[config.mk]
export PLATFORM = sky130hd
export DESIGN_NAME = csc_queue
export DESIGN_NICKNAME = d
export VERILOG_FILES = /design/src/hw/rtl/csc_pkg.sv /design/src/hw/rtl/csc_queue.sv
export SDC_FILE = /design/constraint.sdc
export NUM_CORES = 1
export LEC_CHECK = 0
export ABC_AREA = 1
export ABC_CLOCK_PERIOD_IN_PS = 8740
export BUFFER_PORTS_ARGS = -buffer_cell sky130_fd_sc_hd__buf_2
export CORE_MARGIN = 3
export CORE_UTILIZATION = 52
export DETAILED_ROUTE_END_ITERATION = 6
export PLACE_DENSITY = 0.75
export SETUP_SLACK_MARGIN = 0.05
export SYNTH_ARGS = -nofsm -noshare
export SYNTH_HDL_FRONTEND = slang
export SYNTH_SLANG_ARGS = --single-unit
[constraint.sdc]
create_clock -name clk -period 8.74 [get_ports clk]
set_clock_uncertainty 0.15 [all_clocks]
set_input_delay 0.874 -clock clk [delete_from_list [all_inputs] [get_ports clk]]
set_output_delay 0.874 -clock clk [all_outputs]
set_load 0.01 [all_outputs]
[src/hw/rtl/csc_pkg.sv]
// csc_pkg: shared types and constants for the census stereo cost block.
// Used by every module under hw/rtl; depends on nothing.
package csc_pkg;

  localparam int MAX_WIDTH  = 1024;
  localparam int MAX_HEIGHT = 2048;
  localparam int MAX_DISP   = 64;
  localparam int WIN_W      = 9;
  localparam int WIN_H      = 7;
  localparam int HW         = (WIN_W - 1) / 2;
  localparam int HH         = (WIN_H - 1) / 2;
  localparam int WIN_N      = WIN_W * WIN_H;
  localparam int STORE_ROWS = WIN_H - 1;
  localparam int BANK_W     = $clog2(STORE_ROWS);
  localparam int COL_W      = 11;
  localparam int ROW_W      = 12;
  localparam int PIX_W      = $clog2(MAX_WIDTH);
  localparam int HIST_DEPTH = 2 * MAX_DISP;
  localparam int HIST_AW    = $clog2(HIST_DEPTH);
  localparam int OUT_DEPTH  = 4;
  localparam int OUT_AW     = $clog2(OUT_DEPTH);

  localparam logic [10:0] RESET_WIDTH  = 11'd640;
  localparam logic [11:0] RESET_HEIGHT = 12'd480;
  localparam logic [6:0]  RESET_LEVELS = 7'd64;
  localparam logic [7:0]  RESET_SAT    = 8'd40;

  typedef enum logic [1:0] {
    REG_WIDTH  = 2'd0,
    REG_HEIGHT = 2'd1,
    REG_LEVELS = 2'd2,
    REG_SAT    = 2'd3
  } cfg_reg_t;

  typedef struct packed {
    logic [15:0] left_luma;
    logic [15:0] right_luma;
  } in_item_t;

  typedef struct packed {
    logic [7:0] match_cost;
    logic [5:0] disparity;
    logic       last_of_pixel;
  } out_item_t;

  // clamped configuration
  typedef struct packed {
    logic [10:0] width;
    logic [11:0] height;
    logic [6:0]  levels;
    logic [7:0]  sat_cost;
  } cfg_t;

  // seq: running pixel number, the history slot of this pixel's right signature
  typedef struct packed {
    logic [WIN_N-1:0]   left_below;
    logic [WIN_N-1:0]   left_inside;
    logic [PIX_W-1:0]   col;
    logic [HIST_AW-1:0] seq;
  } job_t;

  typedef struct packed {
    logic               en;
    logic [HIST_AW-1:0] addr;
    logic [WIN_N-1:0]   data;
  } hist_wr_t;

endpackage

[src/hw/rtl/csc_queue.sv]
// csc_queue: two-entry job queue between the front and the cost engine.
// Depends on csc_pkg.
module csc_queue (
  input  logic          clk,
  input  logic          rst_n,
  input  logic          push,
  input  csc_pkg::job_t din,
  output logic          full,
  input  logic          pop,
  output csc_pkg::job_t dout,
  output logic          empty
);

  csc_pkg::job_t mem_r [2];
  logic          wp_r, rp_r;
  logic [1:0]    cnt_r;

  assign full  = (cnt_r == 2'd2);
  assign empty = (cnt_r == 2'd0);
  assign dout  = mem_r[rp_r];

  always_ff @(posedge clk) begin
    if (!rst_n) begin
      wp_r  <= 1'b0;
      rp_r  <= 1'b0;
      cnt_r <= 2'd0;
    end else begin
      if (push) wp_r <= ~wp_r;
      if (pop)  rp_r <= ~rp_r;
      cnt_r <= cnt_r + {1'b0, push} - {1'b0, pop};
    end
    if (push) mem_r[wp_r] <= din;
  end

endmodule

# After elaboration in Yosys (flattened, before gate mapping)
# Memory sizes are Yosys's and may differ from the RTL's. A register that Yosys moved wholly into a read port is not among the register bits.
# Index checks and enable logic that the tools add are counted.
# op_classes
n_addsub	2
eq_ne	1
mux	4
n_bitwise	2
n_reduce_logical	1
# op_table
cell	n
two-way mux 1 bit	4
adder 2 x 1 -> 2 bit	1
equality test 2 bit, second input constant	1
logical NOT 2 bit	1
NOT 1 bit	2
subtractor 2 x 1 -> 2 bit	1
# totals
reg_bits	4
ramBits	286
in_bits	147
output_inout_bits	145
n_memories	1
# memory_table
memory	words	width	read_ports	rd_clocked_by_memory_dff	wr	line_no	source
mem_r	2	143	1	1	1	csc_queue.sv:14	csc_pkg::job_t mem_r [2];

# Logic depth before layout (Yosys ltp)
# depth
word_depth	3
mapped_depth	9
mapped_depth_nobuf	9

# Least setup slack after synthesis
# OpenSTA, ideal clock, no wires.
# synth_timing
path_type	input port to flip-flop
from	input push
to	memory mem_r[0][0] (netlist name) (enable)
setup_time_ns	0.651
t_arrival_ns	6.894
t_required_ns	7.939
setup_slack_ns	1.045
path_stages	2
path_buffers	0
cell_sequence	inv_1 nor2_1
# synth_between
elab_chain_len	2
# synth_rtl
element	line_no	source
from (decl)	csc_queue.sv:6	input logic push,
two-way mux 1 bit	csc_queue.sv:32	if (push) mem_r[wp_r] <= din;
two-way mux 1 bit (implied by the code)	csc_queue.sv:32	
to (decl)	csc_queue.sv:14	
# No other way between the ends.

==> summary.md <==
| Metric | Value |
|---|---|
| Required time of the worst setup path | 7.72 ns |
| Logic pwr share | 9.3% |
| Nature of the critical path endpoint | output port |
| HP Class | in2reg |
| Sequential area share after synthesis | between 80% and 90% |
| Setup Buffers After CTS | 0 |
| DRT iter0 DRCs | about 300 |
| # hold bufs at CTS | 0 |
| CTS Sinks | between 200 and 300 |
| Post-DP Area | roughly 13,000 um2 |
| Antenna cells | 0 |
| Setup Total Neg Slack | 0 ns |
| Detailed placement HPWL | 14,200 um |
| Die Y | roughly 150 um |
| CTS buffer count | 29 |
| Grt total ovfl | 0 |
| Routed wire per std cell | ~20 um |
| Gr usage total | between 15 and 20% |
| Synth Warn # | 0 |
| Yosys cell types | 12 |
| Fmax | approximately 230 MHz |
| Initial DRT Pass Iterations | 4 |
| Nets | about 940 |
| Full die area | roughly 23,000 um2 |
| Finished Cell Area | roughly 13,000 um2 |
| DRT antenna net count | 0 |
| Yosys top cell area share | roughly four fifths |
| Final Hold Viols | 0 |
| Share of cells above drive strength 1 | 59.8% |
| Worst-path fanout max | 53 |
| Synthesized instance count | ~480 |
| Global-route wire length before repair | roughly 31,000 um |
| Initial core utilization | between 50 and 60% |
| Seq cells post-synth | around 290 |
| Core Rows | 52 |
| Dominant cell type by area after synthesis | edfxtp_1 |
| Cts repair resizes | 0 |
| Final setup viols | 0 |
| # IOs | ~300 |
| Pint | about 2.5 mW |
| Via density | about 5 |
| Max H-tree Level | 1 |
| Clk pwr share | about two fifths |
| Largest net degree at the start of global routing | 77 |
| Clock-pin slew on the worst setup and hold paths | 0.06 ns |
| Clock Latency Late Sink | 0.53 ns |
| Crit Path Class | reg2out |
| Clk root buf | clkbuf_16 |
| Drt total wl | around 21,000 um |
| Overall power | between 3 and 4 mW |
| RePlAce Congestion | 0.736 |
| Max Root-Sink Buffers | 3 |
| Critical path arrival | between 3 and 4 ns |
| Vias in the first global route | 5,623 |
| Core area | approximately 20,000 um2 |
| Power density cells | 236 nW/um2 |
| CTS tree | done |
| Mapped Nets | approximately 630 |
| RSZ-0062 raised after global routing | no |
| Die X | approximately 150 um |
| Buffers on Ports | about 290 |
| Synth area leaders | edfxtp_1 79%, mux2_4 9.7%, mux2_2 7.6%, buf_6 0.94%, dfxtp_1 0.92% |
| Mapped Area | 10,800 um2 |
| Maxcap violations | 0 |
| DRC | 0 |
| Status | finished, final reports clean |
| Worst vdd ir | about 190 uV |
| Final Cycle Share | between 50% and 60% |
| CP startpoint kind | flop |
| Initial antenna violation count | 2 |
| Slew Limit Fails | 0 |
| Vias | 5,516 |
| Sw power | 0.666 mW |
| Slew headroom | slightly above 30% |
| Worst-Margin Slew | approximately 1.0 ns |
| Area grow syn2layout | 24.7% |
| Static leakage | between 5 and 6 nW |
| Min Clock Period, post-route | 4.43 ns |
| Register share of total power | ~52% |
| Sw Share | around a fifth |
| Post-Syn Area per Cell | 22.6 um2 |
[worst paths after layout]
path | cells past startpoint | slack [ns] | startpoint | end
min reg2reg | 2 | 0.38 | wp_r$_SDFFE_PN0P_ | wp_r$_SDFFE_PN0P_
max reg2reg | 3 | 6.16 | wp_r$_SDFFE_PN0P_ | mem_r[1][60]$_DFFE_PP_
min | 1 | 0.38 | din[11] | mem_r[1][11]$_DFFE_PP_
max | 4 | 4.31 | flop | dout[0]
[worst max-delay path, cell delays in order, from the launching register on]
cell	delay (ns)
dfxtp_4	0.79
buf_4	0.64
buf_4	0.87
mux2_2	0.41
buf_2	0.14
[stage by stage]
step,hold WS [ns],cells,setup WS [ns],utilization (%)
after floorplan,0.313,478,1.05,-
after global placement,0.324,1028,4.85,61.6
after detailed placement,0.367,1028,4.79,61.6
after CTS,0.357,1080,4.22,66.3
after global routing,0.360,1080,4.10,66.3
final,0.379,1080,4.31,66.3
[synth_stat cells, drive strengths merged]
cell type  instances
a21oi              1
buf               16
dfxtp              5
edfxtp           286
ha                 2
inv                7
mux2             143
nand2              8
nand3              1
nor2               9
[area by class of cell]
class / count / area [um2]
clock buffers: 33 / 741
clock inverters: 19 / 221
fillers: 1366 / 6870
inverters: 7 / 31.3
multi-input cells: 164 / 1980
flip-flops and latches: 291 / 8690
well taps: 270 / 338
repair buffers: 296 / 1490
[layer usage]
| layer | wire length [um] | track usage, % | vias to the layer above |
|---|---|---|---|
| li1 | - | - | 2514 |
| met1 | 8310 | 22.7 | 2705 |
| met2 | 10600 | 30.1 | 260 |
| met3 | 1830 | 4.27 | 33 |
| met4 | 392 | 4.57 | 4 |
| met5 | 21 | 0 | - |
[kinds of logic after synthesis]
| family | count (synthesis) | share of synthesized area (%) |
|---|---|---|
| fa+ha+maj | 2 | 0.231 |
| flops | 291 | 80.3 |
| buf+inv | 23 | 1.50 |
| compound gates | 1 | 0.0462 |
| simple gates | 18 | 0.636 |
| mux | 143 | 17.3 |
[registers in the layout (all words and copies together), names as in the netlist, named ones only]
| signal | cells |
|---|---|
| wp_r | 1 |
| cnt_r | 2 |
| mem_r | 286 |
| rp_r | 1 |
[placed cells by master, fill, tap and decap left out, types with 5 or more instances in the layout]
master and n:
buf_4 5, clkinv_2 5, clkbuf_16 29, nand2_1 8, buf_2 291, mux2_2 73, inv_1 6, clkinv_1 6
mux2_4 70, bufinv_16 5, nor2_1 8, edfxtp_1 286
[power groups by stage]
stage	combinational [mW]	sequential (mW)	clock, mW
2_1_floorplan	0.179	1.67	0
3_3_place_gp	0.290	1.67	0
3_5_place_dp	0.299	1.67	0
4_1_cts	0.301	1.64	1.27
5_1_grt	0.319	1.65	1.32
6_report	0.296	1.64	1.24
(Power assumes the default switching activity.)
